### config.mk
export PLATFORM = sky130hd
export DESIGN_NAME = rial_front
export DESIGN_NICKNAME = d
export VERILOG_FILES = /design/src/rial_pkg.sv /design/src/rial_front.sv
export SDC_FILE = /design/constraint.sdc
export NUM_CORES = 1
export LEC_CHECK = 0
export ABC_AREA = 1
export ABC_CLOCK_PERIOD_IN_PS = 4500
export BUFFER_PORTS_ARGS = -buffer_cell sky130_fd_sc_hd__buf_2
export CAP_MARGIN = 20
export CORE_ASPECT_RATIO = 1.5
export CORE_UTILIZATION = 57
export DETAILED_ROUTE_END_ITERATION = 10
export GPL_ROUTABILITY_DRIVEN = 0
export PLACE_DENSITY = 0.82
export SLEW_MARGIN = 30
export SYNTH_ARGS = -nofsm -noshare
export SYNTH_HDL_FRONTEND = slang
export SYNTH_SLANG_ARGS = --single-unit
### constraint.sdc
create_clock -name clk -period 4.5 [get_ports clk]
set_input_delay 0.9 -clock clk [delete_from_list [all_inputs] [get_ports clk]]
set_output_delay 0.9 -clock clk [all_outputs]
set_load 0.05 [all_outputs]
### src/rial_pkg.sv
// Shared types and constants for the integer ALU with register file.
package rial_pkg;

  localparam int unsigned IN_W  = 56;
  localparam int unsigned OUT_W = 72;
  localparam int unsigned RIDX_W = 5;

  localparam logic [4:0] OP_ILLEGAL = 5'd0;
  localparam logic [4:0] OP_LI   = 5'd1;
  localparam logic [4:0] OP_AND  = 5'd2;
  localparam logic [4:0] OP_ANDI = 5'd3;
  localparam logic [4:0] OP_OR   = 5'd4;
  localparam logic [4:0] OP_ORI  = 5'd5;
  localparam logic [4:0] OP_XOR  = 5'd6;
  localparam logic [4:0] OP_XORI = 5'd7;
  localparam logic [4:0] OP_SLT  = 5'd8;
  localparam logic [4:0] OP_SLTI = 5'd9;
  localparam logic [4:0] OP_SLTU = 5'd10;
  localparam logic [4:0] OP_SLTIU = 5'd11;
  localparam logic [4:0] OP_SRL  = 5'd12;
  localparam logic [4:0] OP_SRLI = 5'd13;
  localparam logic [4:0] OP_SLL  = 5'd14;
  localparam logic [4:0] OP_SLLI = 5'd15;
  localparam logic [4:0] OP_ADD  = 5'd16;
  localparam logic [4:0] OP_ADDI = 5'd17;
  localparam logic [4:0] OP_SUB  = 5'd18;
  localparam logic [4:0] OP_MUL  = 5'd19;
  localparam logic [4:0] OP_DIV  = 5'd20;
  localparam logic [4:0] OP_REM  = 5'd21;

  localparam logic [3:0] K_NOP  = 4'd0;
  localparam logic [3:0] K_LI   = 4'd1;
  localparam logic [3:0] K_AND  = 4'd2;
  localparam logic [3:0] K_OR   = 4'd3;
  localparam logic [3:0] K_XOR  = 4'd4;
  localparam logic [3:0] K_SLT  = 4'd5;
  localparam logic [3:0] K_SLTU = 4'd6;
  localparam logic [3:0] K_SRL  = 4'd7;
  localparam logic [3:0] K_SLL  = 4'd8;
  localparam logic [3:0] K_ADD  = 4'd9;
  localparam logic [3:0] K_SUB  = 4'd10;
  localparam logic [3:0] K_MUL  = 4'd11;
  localparam logic [3:0] K_DIV  = 4'd12;
  localparam logic [3:0] K_REM  = 4'd13;

  typedef struct packed {
    logic [3:0]        kind;
    logic              use_imm;
    logic              legal;
    logic [RIDX_W-1:0] rd;
    logic [RIDX_W-1:0] rs1;
    logic [RIDX_W-1:0] rs2;
    logic [31:0]       imm;
  } item_t;

endpackage

### src/rial_front.sv
// Front end: accept instructions, classify them, hold them in a short queue.
module rial_front
  import rial_pkg::*;
(
  input  logic            clk,
  input  logic            rst_n,
  input  logic            in_tvalid,
  output logic            in_tready,
  input  logic [IN_W-1:0] in_tdata,
  output item_t           head,
  output logic            head_vld,
  input  logic            pop
);

  localparam int unsigned QD = 4;
  localparam int unsigned PW = $clog2(QD);

  item_t         q_r [QD];
  logic [PW-1:0] wp_r, rp_r;
  logic [PW:0]   cnt_r;
  logic          push;
  item_t         dec;
  logic [4:0]    op;

  assign op = in_tdata[4:0];

  always_comb begin
    dec.rd   = in_tdata[9:5];
    dec.rs1  = in_tdata[14:10];
    dec.rs2  = in_tdata[19:15];
    dec.imm  = in_tdata[51:20];
    dec.legal   = 1'b1;
    dec.use_imm = 1'b0;
    dec.kind    = K_NOP;
    unique case (op)
      OP_LI:   begin dec.kind = K_LI;   dec.use_imm = 1'b1; end
      OP_AND:  dec.kind = K_AND;
      OP_ANDI: begin dec.kind = K_AND;  dec.use_imm = 1'b1; end
      OP_OR:   dec.kind = K_OR;
      OP_ORI:  begin dec.kind = K_OR;   dec.use_imm = 1'b1; end
      OP_XOR:  dec.kind = K_XOR;
      OP_XORI: begin dec.kind = K_XOR;  dec.use_imm = 1'b1; end
      OP_SLT:  dec.kind = K_SLT;
      OP_SLTI: begin dec.kind = K_SLT;  dec.use_imm = 1'b1; end
      OP_SLTU: dec.kind = K_SLTU;
      OP_SLTIU: begin dec.kind = K_SLTU; dec.use_imm = 1'b1; end
      OP_SRL:  dec.kind = K_SRL;
      OP_SRLI: begin dec.kind = K_SRL;  dec.use_imm = 1'b1; end
      OP_SLL:  dec.kind = K_SLL;
      OP_SLLI: begin dec.kind = K_SLL;  dec.use_imm = 1'b1; end
      OP_ADD:  dec.kind = K_ADD;
      OP_ADDI: begin dec.kind = K_ADD;  dec.use_imm = 1'b1; end
      OP_SUB:  dec.kind = K_SUB;
      OP_MUL:  dec.kind = K_MUL;
      OP_DIV:  dec.kind = K_DIV;
      OP_REM:  dec.kind = K_REM;
      default: dec.legal = 1'b0;
    endcase
  end

  assign in_tready = (cnt_r != (PW+1)'(QD));
  assign push      = in_tvalid && in_tready;
  assign head_vld  = (cnt_r != '0);
  assign head      = q_r[rp_r];

  always_ff @(posedge clk) begin
    if (push) begin
      q_r[wp_r] <= dec;
    end
  end

  always_ff @(posedge clk) begin
    if (!rst_n) begin
      wp_r  <= '0;
      rp_r  <= '0;
      cnt_r <= '0;
    end else begin
      if (push) wp_r <= wp_r + 1'b1;
      if (pop)  rp_r <= rp_r + 1'b1;
      cnt_r <= cnt_r + (PW+1)'(push) - (PW+1)'(pop);
    end
  end

endmodule

# == Word level (Yosys, flattened, before mapping) ==
# Memories as Yosys holds them, arrays and structs flattened. A register that Yosys moved wholly into a read port is not among the register bits.
# Index checks and enable logic that the tools add are counted.
# totals
register_bits,7
ram_bits,212
in_bits,60
out_inout_bits,55
mem_count,1
# memory_table
memory,depth,width,rd,rd_ports_with_merged_regs,wr,line,source
q_r,4,53,1,1,1,rial_front.sv:18,item_t q_r [QD];
# op_classes
n_addsub,4
n_eq_ne,22
muxes,7
reduce_logical,12
# op_table
cell,n
$pmux 4 s13,1
$eq 5x4->1 const B,8
$eq 5x5->1 const B,6
$reduce_or 21->1,1
$eq 5x3->1 const B,4
$reduce_or 2->1,8
$eq 5x2->1 const B,2
$reduce_or 9->1,1
$eq 5x1->1 const B,1
$add 2x1->2 const B,2
$mux 1,4
$mux 2,2
$add 3x1->3,1
$ne 3x3->1 const B,1
$reduce_bool 3->1,1
$sub 3x1->3,1
$logic_and 1x1->1,1

# == Longest topological paths before layout ==
# Gate-level depths: netlist (run 1).
# logic_depth
word_depth,4
depth_mapped,11
mapped_depth_nobuf,11

# == Least setup slack after synthesis (run 1) ==
# Ideal clock, no wire load.
# synth_path
path_type,flip-flop to flip-flop
start,register cnt_r[1]
end,"memory q_r[0][0] in the netlist's numbering, enable pin"
arrival_ns,3.349
slack_ns,0.687
stages_incl_launch_ff,5
cell_sequence,dfxtp_1 -> nor2_1 -> nand2_1 -> nand2_1 -> nor2_1
# synth_between
elab_chain_len,4
# synth_rtl
element,line,source
"start, declared",rial_front.sv:20,logic [PW:0] cnt_r;
"start signal, assigned",rial_front.sv:80,cnt_r <= cnt_r + (PW+1)'(push) - (PW+1)'(pop);
$ne 3x3->1,rial_front.sv:61,assign in_tready = (cnt_r != (PW+1)'(QD));
named net in_tready,rial_front.sv:8,"output logic in_tready,"
$logic_and 1x1->1,rial_front.sv:62,assign push = in_tvalid && in_tready;
$mux 1,rial_front.sv:67,if (push) begin
$mux 1 (not written as such),rial_front.sv:68,q_r[wp_r] <= dec;
"end, declared",rial_front.sv:18,
# The timed path passes the listed nets, and every way through them passes these cells.

==> impl_metrics.env, run 1 <==
export IMPL_outcome="completed"
export IMPL_clk_path_buf_depth=3
export IMPL_syn_area_per_cell_sq_um=14.2
export IMPL_layout_min_cycle_time_ns=3.58
export IMPL_synth_area_sq_um=8640
export IMPL_drc=0
export IMPL_ctsResizeCount=0
export IMPL_cts_tree="done"
export IMPL_synth_warnings=0
export IMPL_ant_nets=0
export IMPL_grt_util_all_layers_pct=23.0
export IMPL_rows=54
export IMPL_relSlewSlack_pct=35.9
export IMPL_final_cell_mix="212 x edfxtp_1, 110 x buf_2, 100 x nor2_1, 98 x o21ai_0, 34 x o22ai_1"
export IMPL_place_hpwl_microns=9840
export IMPL_die_y_microns=153
export IMPL_cts_setup_buffers=0
export IMPL_fmax_mhz=279
export IMPL_antenna_found_initial=2
export IMPL_cp_data_arrival_time_ns=2.68
export IMPL_cts_sinks=221
export IMPL_nNetsFinal=781
export IMPL_cp_max_fo=106
export IMPL_yosys_cell_types_count=24
export IMPL_drive_gt1_share_pct=26.8
export IMPL_syn_nets=677
export IMPL_io_pins=115
export IMPL_dr_pass1_iters=6
export IMPL_start_kind="flip-flop"
export IMPL_overflow=0
export IMPL_layout_commonest_cell="edfxtp_1"
export IMPL_grt_pass1_vias=5703
export IMPL_vdd_ir_drop_worst_v=0.000379
export IMPL_routed_wl_microns=17800
export IMPL_tightestPinTransition_ns=0.962
export IMPL_num_vias=5361
export IMPL_cts_clk_slew_worst_paths_ns=0.07
export IMPL_hp_start="rp_r[1]$_SDFFE_PN0P_"
export IMPL_area_delta_synth_final_pct=15.4
export IMPL_skew_ns=0.0112
export IMPL_leakage_nw=3.56
export IMPL_power_density_nw_per_um2=529
export IMPL_cts_root_buf="clkbuf_16"
export IMPL_slowest_stage="inv_6"
export IMPL_die_w_microns=103
export IMPL_initial_utilization_pct=59.0
export IMPL_initialDrtViolationCount=477
export IMPL_ctsHtreeMaxLevel=1
export IMPL_grt_max_degree=108
export IMPL_whs_path_depth=1
export IMPL_hold_class="reg2reg"
export IMPL_grt_pass1_wl_microns=27500
export IMPL_antenna_cells=0
export IMPL_final_setup_viol_count=0
export IMPL_cts_hold_buf=0
export IMPL_r2r_start="cnt_r[1]$_SDFF_PN0_"
export IMPL_path_class="reg2out"
export IMPL_die_area_sq_um=15700
export IMPL_ff2ff_path_depth=5
export IMPL_viasPerCell=5.80
export IMPL_maxCapViolations=0
export IMPL_core_sq_um=14700
export IMPL_required_ns=3.60
export IMPL_ys_seq_area_share_pct=75.7
export IMPL_cts_inserted_buffers=20
export IMPL_setup_tns_ns=0
export IMPL_syn_instance_count=610
export IMPL_insertion_delay_ns=0.49
export IMPL_wl_per_cell_microns=19.2
export IMPL_rsz0062_at_grt="no"
export IMPL_crit_path_end_kind="output pin"
export IMPL_maxSlewViolCount=0
export IMPL_min_period_over_period_pct=79.6
export IMPL_ys_seq_elements=221
export IMPL_path_cells="buf_16 -> inv_6 -> o21ai_0 -> o22ai_2 -> buf_2"
export IMPL_critical_path_max_stage_delay_ns=0.64
export IMPL_finish_utilization_pct=68.1
export IMPL_finalHoldViolCount=0
export IMPL_numPortBuffers=110
-- final timing paths --
check / to / slack, ns
worst min-delay path: flip-flop / 0.44
worst min register to register: flip-flop / 0.44
worst max register to register: q_r[1][38]$_DFFE_PP_ / 1.98
worst max-delay path: head[42] / 0.92
-- layer usage --
layer  up-vias  wire, microns  global-route usage (%)
met2       190           9720                    41.3
met5         -             23                       0
met3        51            953                    3.89
met4         4            541                    10.1
li1       2458              -                       -
met1      2658           6540                    26.2
-- cell type report --
type | instances | area, sq um
Clock inverter | 12 | 124
Timing Repair Buffer | 116 | 616
Tap cell | 196 | 245
Multi-Input combinational cell | 331 | 1810
Inverter | 24 | 95.1
Clock buffer | 24 | 537
Sequential cell | 221 | 6550
Fill cell | 998 | 4680
-- registers in the layout, summed over array words and instances, names as in the netlist, named ones only --
register / cells
rp_r: 2
wp_r: 2
q_r: 212
cnt_r: 3
-- kinds of logic after synthesis --
kind of cell | count (synthesis) | share of synthesized area (%)
AO/OA/AOI/OAI | 165 | 11.8
XOR/XNOR | 1 | 0.101
adder cells (fa/ha/maj) | 7 | 1.10
buffers and inverters | 58 | 3.66
flip-flops | 221 | 75.7
AND/OR/NAND/NOR | 158 | 7.61
-- critical path, delay by kind of cell (launching register included) --
family          cells  cell delay (ns)
buf+inv             3             1.19
flops               1             0.48
compound gates      2             0.45
-- synthesized netlist by cell type, drive strengths merged --
cell / number / share of area [%]
fa: 1 / 0.23
inv: 24 / 1.1
nand3b: 1 / 0.087
o21ai: 108 / 6.3
nand2: 25 / 1.1
ha: 6 / 0.87
buf: 25 / 2.1
nand3: 7 / 0.41
a21oi: 3 / 0.17
edfxtp: 212 / 74
o22ai: 54 / 5.4
and3: 1 / 0.072
nor2: 124 / 6.0
dfxtp: 9 / 2.1
xor2: 1 / 0.10
clkbuf: 9 / 0.48
-- per-stage QoR --
stage | hold WS (ns) | setup WS (ns) | power, mW | instances | instance area (sq um)
floorplan | 0.412 | 0.687 | 3.35 | 610 | 8640
global placement | 0.416 | 1.34 | 3.58 | 887 | 9290
detailed placement | 0.430 | 1.13 | 3.64 | 887 | 9290
CTS | 0.434 | 0.630 | 5.30 | 923 | 9950
global route | 0.478 | 0.750 | 5.46 | 924 | 9980
finish | 0.436 | 0.917 | 5.28 | 924 | 9980
-- power breakdown --
part	total (mW)	leakage (nW)	switching [mW]	internal [mW]
Sequential	2.58	2.02	0.0682	2.51
Combinational	1.02	1.22	0.795	0.224
Clock	1.68	0.320	0.710	0.974
Power figures use the tool's default switching activity.
==> run 2: changes to the inputs <==
Settings changed: ABC_CLOCK_PERIOD_IN_PS 4500 to 3000, CORE_UTILIZATION 57 to 52, PLACE_DENSITY 0.82 to 0.79.
Clock period 4.5 ns to 3 ns, I/O delays scaled along.
==> impl_metrics.env, run 2 (synthesis gave the netlist of run 1 again) <==
export IMPL_relSlewSlack_pct=54.6
export IMPL_rsz0062_at_grt="no"
export IMPL_cts_inserted_buffers=20
export IMPL_fin_ws_ns=0.170
export IMPL_tightestPinTransition_ns=0.679
export IMPL_cp_data_arrival_time_ns=2.23
export IMPL_cts_hold_buf=0
export IMPL_ant_nets=0
export IMPL_largest_register="q_r"
export IMPL_io_pins=115
export IMPL_power_density_nw_per_um2=782
export IMPL_layout_min_cycle_time_ns=2.83
export IMPL_min_period_over_period_pct=94.3
export IMPL_largestRegisters="q_r: 212 flops, cnt_r: 3 flops"
export IMPL_clk_path_buf_depth=3
export IMPL_drive_gt1_share_pct=27.5
export IMPL_place_hpwl_microns=10400
export IMPL_nNetsFinal=788
export IMPL_finalHoldViolCount=0
export IMPL_ctsResizeCount=0
export IMPL_routed_wl_microns=17700
export IMPL_die_y_microns=160
export IMPL_path_class="reg2out"
export IMPL_start_kind="flip-flop"
export IMPL_largest_reg_flops=212
export IMPL_cts_root_buf="clkbuf_16"
export IMPL_vdd_ir_drop_worst_v=0.000517
export IMPL_insertion_delay_ns=0.49
export IMPL_leakage_nw=3.61
export IMPL_fmax_mhz=353
export IMPL_drc=0
export IMPL_initial_utilization_pct=53.2
export IMPL_core_sq_um=16300
export IMPL_crit_path_end_kind="output pin"
export IMPL_cts_tree="done"
export IMPL_cts_sinks=221
export IMPL_fillers=1202
export IMPL_grt_pass1_vias=5347
export IMPL_rows=57
export IMPL_viasPerCell=5.60
export IMPL_final_setup_viol_count=0
export IMPL_overflow=0
export IMPL_initialDrtViolationCount=371
export IMPL_cts_setup_buffers=0
export IMPL_grt_util_all_layers_pct=20.6
export IMPL_die_area_sq_um=17200
export IMPL_cp_max_fo=29
export IMPL_area_delta_synth_final_pct=17.2
export IMPL_p_total_mw=7.92
export IMPL_wl_per_cell_microns=18.7
export IMPL_required_ns=2.40
export IMPL_num_vias=5277
export IMPL_die_w_microns=107
export IMPL_grt_pass1_wl_microns=27100
export IMPL_cts_clk_slew_worst_paths_ns=0.06
export IMPL_maxSlewViolCount=0
export IMPL_regArea_sq_um=6550
export IMPL_skew_ns=0.0127
export IMPL_place_inst=905
export IMPL_post_place_ws_ns=0.636
export IMPL_placed_area_sq_um=9480
export IMPL_antenna_found_initial=2
export IMPL_hold_class="in2reg"
export IMPL_layout_commonest_cell="edfxtp_1"
export IMPL_stdcell_count=943
export IMPL_final_cell_mix="212 x edfxtp_1, 110 x buf_2, 100 x nor2_1, 98 x o21ai_0, 34 x o22ai_1"
export IMPL_outcome="completed"
export IMPL_grt_max_degree=107
export IMPL_dr_pass1_iters=4
export IMPL_multi_input_area_sq_um=1810
export IMPL_maxCapViolations=0
export IMPL_finalInstanceArea_sq_um=10100
export IMPL_numPortBuffers=110
export IMPL_ctsHtreeMaxLevel=1
-- run 2: path summary, 6_finish.rpt --
path	startpoint	endpoint	slack (ns)	cells past startpoint
min reg2reg	rp_r[1]$_SDFFE_PN0P_	flip-flop	0.46	1
min	in_tdata[9]	q_r[1][46]$_DFFE_PP_	0.32	1
max reg2reg	cnt_r[1]$_SDFF_PN0_	cnt_r[2]$_SDFF_PN0_	0.74	11
max	flip-flop	head[50]	0.17	4
-- run 2: per-stage QoR --
stage               utilization, %  TNS, ns  hold WS, ns
floorplan                        -  -172.42        0.412
finish                        62.3        0        0.323
global route                  62.3        0        0.311
CTS                           62.2        0        0.308
global placement              58.3        0        0.424
detailed placement            58.3        0        0.451
-- run 2: cell type report --
cell class / count / area share [%]
timing repair buffer: 123 / 7.51
antenna: 2 / 0.0494
tap: 206 / 2.55
sequential: 221 / 64.7
multi-input combinational: 331 / 17.9
inverter: 24 / 0.939
clock inverter: 14 / 1.36
clock buffer: 22 / 5.02
-- run 2: per-layer routing --
metal	GRT usage (%)	part of all wire, %	up-vias
li1	-	-	2466
met1	24.5	39	2629
met2	37.3	54	141
met3	3.18	4.7	39
met4	7.60	2.7	2
met5	0	0.074	-
-- run 2: where the power goes --
part           internal [mW]  total, mW  switching, mW
Sequential              3.76       3.85         0.0960
Clock                   1.41       2.48           1.07
Combinational          0.387       1.59           1.20
Total                   5.55       7.92           2.37
-- run 2: worst max-delay path, cell delays in order, from the launching register on --
cell and delay, ns:
dfxtp_2 0.64, buf_4 0.41, o21ai_0 0.19, o22ai_2 0.19, buf_2 0.30
==> run 3: changes to the inputs <==
Settings changed: CORE_UTILIZATION 52 to 41, PLACE_DENSITY 0.79 to 0.65.
==> impl_metrics.env, run 3 (synthesis gave the netlist of run 1 again) <==
export IMPL_crit_path_end_kind="output pin"
export IMPL_io_pins=115
export IMPL_placed_area_sq_um=9500
export IMPL_area_delta_synth_final_pct=18.2
export IMPL_path_cells="inv_2 -> buf_4 -> o21ai_0 -> o22ai_1 -> buf_2"
export IMPL_clk_path_buf_depth=3
export IMPL_finalHoldViolCount=0
export IMPL_grt_pass1_vias=5470
export IMPL_maxCapViolations=0
export IMPL_num_vias=5281
export IMPL_hold_class="in2reg"
export IMPL_drive_gt1_share_pct=27.8
export IMPL_path_class="reg2out"
export IMPL_largest_register="q_r"
export IMPL_rows=64
export IMPL_maxSlewViolCount=0
export IMPL_critPathBufInv=3
export IMPL_min_period_over_period_pct=94.5
export IMPL_insertion_delay_ns=0.49
export IMPL_grt_pass1_wl_microns=28000
export IMPL_outcome="completed"
export IMPL_grt_max_degree=107
export IMPL_relSlewSlack_pct=55.8
export IMPL_largestRegisters="q_r: 212 flops, cnt_r: 3 flops"
export IMPL_nNetsFinal=793
export IMPL_numPortBuffers=110
export IMPL_cts_setup_buffers=0
export IMPL_largest_reg_flops=212
export IMPL_core_sq_um=20500
export IMPL_ant_nets=0
export IMPL_path_delay_family="buffers and inverters"
export IMPL_initial_utilization_pct=42.2
export IMPL_cts_tree="done"
export IMPL_dr_pass1_iters=4
export IMPL_p_total_mw=8.11
export IMPL_wl_per_cell_microns=18.0
export IMPL_die_y_microns=180
export IMPL_layout_commonest_cell="edfxtp_1"
export IMPL_fillers=1774
export IMPL_fmax_mhz=353
export IMPL_final_cell_mix="212 x edfxtp_1, 110 x buf_2, 100 x nor2_1, 98 x o21ai_0, 34 x o22ai_1"
export IMPL_initialDrtViolationCount=271
export IMPL_start_kind="flip-flop"
export IMPL_leakage_nw=3.64
export IMPL_slowest_stage="dfxtp_4"
export IMPL_skew_ns=0.0107
export IMPL_final_setup_viol_count=0
export IMPL_finish_utilization_pct=49.8
export IMPL_rsz0062_at_grt="no"
export IMPL_cts_root_buf="clkbuf_16"
export IMPL_required_ns=2.40
export IMPL_cts_hold_buf=0
export IMPL_drc=0
export IMPL_cts_inserted_buffers=21
export IMPL_cts_clk_slew_worst_paths_ns=0.06
export IMPL_drt_met1_wl_microns=7040
export IMPL_viasPerCell=5.24
export IMPL_grt_util_all_layers_pct=16.7
export IMPL_cp_data_arrival_time_ns=2.23
export IMPL_critical_path_max_stage_delay_ns=0.44
export IMPL_antenna_found_initial=5
export IMPL_finalInstanceArea_sq_um=10200
export IMPL_tightestPinTransition_ns=0.663
export IMPL_routed_wl_microns=18100
export IMPL_cts_sinks=221
export IMPL_overflow=0
export IMPL_layout_min_cycle_time_ns=2.83
export IMPL_vdd_ir_drop_worst_v=0.000700
export IMPL_place_hpwl_microns=10800
export IMPL_routed_wl_met3_microns=870
export IMPL_die_area_sq_um=21700
export IMPL_ctsHtreeMaxLevel=1
export IMPL_power_density_nw_per_um2=794
export IMPL_top_layer="met5"
export IMPL_die_w_microns=121
export IMPL_cp_max_fo=27
export IMPL_wl_met2_microns=9800
-- run 3: cell types whose count changed in the layout (fill, tap and decap cells not counted), sizes merged --
cell      previous run  this run
diode                2         3
bufinv               2         4
buf                123       127
clkinvlp             4         0
inv                 24        25
clkbuf              22        25
clkinv               8         7
-- run 3: through the flow --
| step | hold slack (ns) | cells | TNS [ns] | worst slack [ns] |
|---|---|---|---|---|
| after global placement | 0.417 | 967 | 0 | 0.611 |
| after CTS | 0.305 | 1004 | 0 | 0.0308 |
| after floorplan | 0.412 | 610 | -172.42 | -0.813 |
| final | 0.325 | 1007 | 0 | 0.166 |
| after global routing | 0.304 | 1007 | 0 | 0.0557 |
| after detailed placement | 0.431 | 967 | 0 | 0.561 |
-- run 3: cell type report --
cell class	count	area, sq um	share of cell area [%]
flip-flops and latches	221	6550	64.1
well taps	264	330	3.23
clock buffers	25	541	5.29
multi-input cells	331	1810	17.7
diodes	3	7.51	0.0735
clock inverters	12	165	1.62
repair buffers	127	716	7.00
inverters	24	95.1	0.931
-- run 3: power by group --
part,switching [mW],internal (mW)
clock network,1.06,1.64
logic,1.20,0.364
registers,0.0936,3.76
total,2.35,5.76
-- run 3: metal layers --
| metal | vias to the layer above | GRT usage, % |
|---|---|---|
| li1 | 2481 | - |
| met1 | 2632 | 18.2 |
| met2 | 132 | 31.5 |
| met3 | 32 | 3.27 |
| met4 | 4 | 6.17 |
| met5 | - | 0 |
-- run 3: worst paths after layout --
path / from / endpoint / slack, ns / cells after the start
worst max-delay path: flip-flop / head[26] / 0.17 / 5
worst min-delay path: in_tdata[8] / q_r[2][45]$_DFFE_PP_ / 0.33 / 1
worst max register to register: cnt_r[1]$_SDFF_PN0_ / cnt_r[2]$_SDFF_PN0_ / 0.73 / 11
worst min register to register: rp_r[1]$_SDFFE_PN0P_ / flip-flop / 0.44 / 1
-- run 3: worst reg2reg max path, delay by kind of cell, from the launching register on --
kind / cells / cell delay [ns]
simple gates: 6 / 0.90
fa+ha+maj: 3 / 0.86
flops: 1 / 0.35
buf+inv: 2 / 0.12
-- run 3: what timing repair did --
item,CTS,global route
hold endpoints to repair,0,0
gates resized for setup,0,1
setup endpoints to repair,0,15
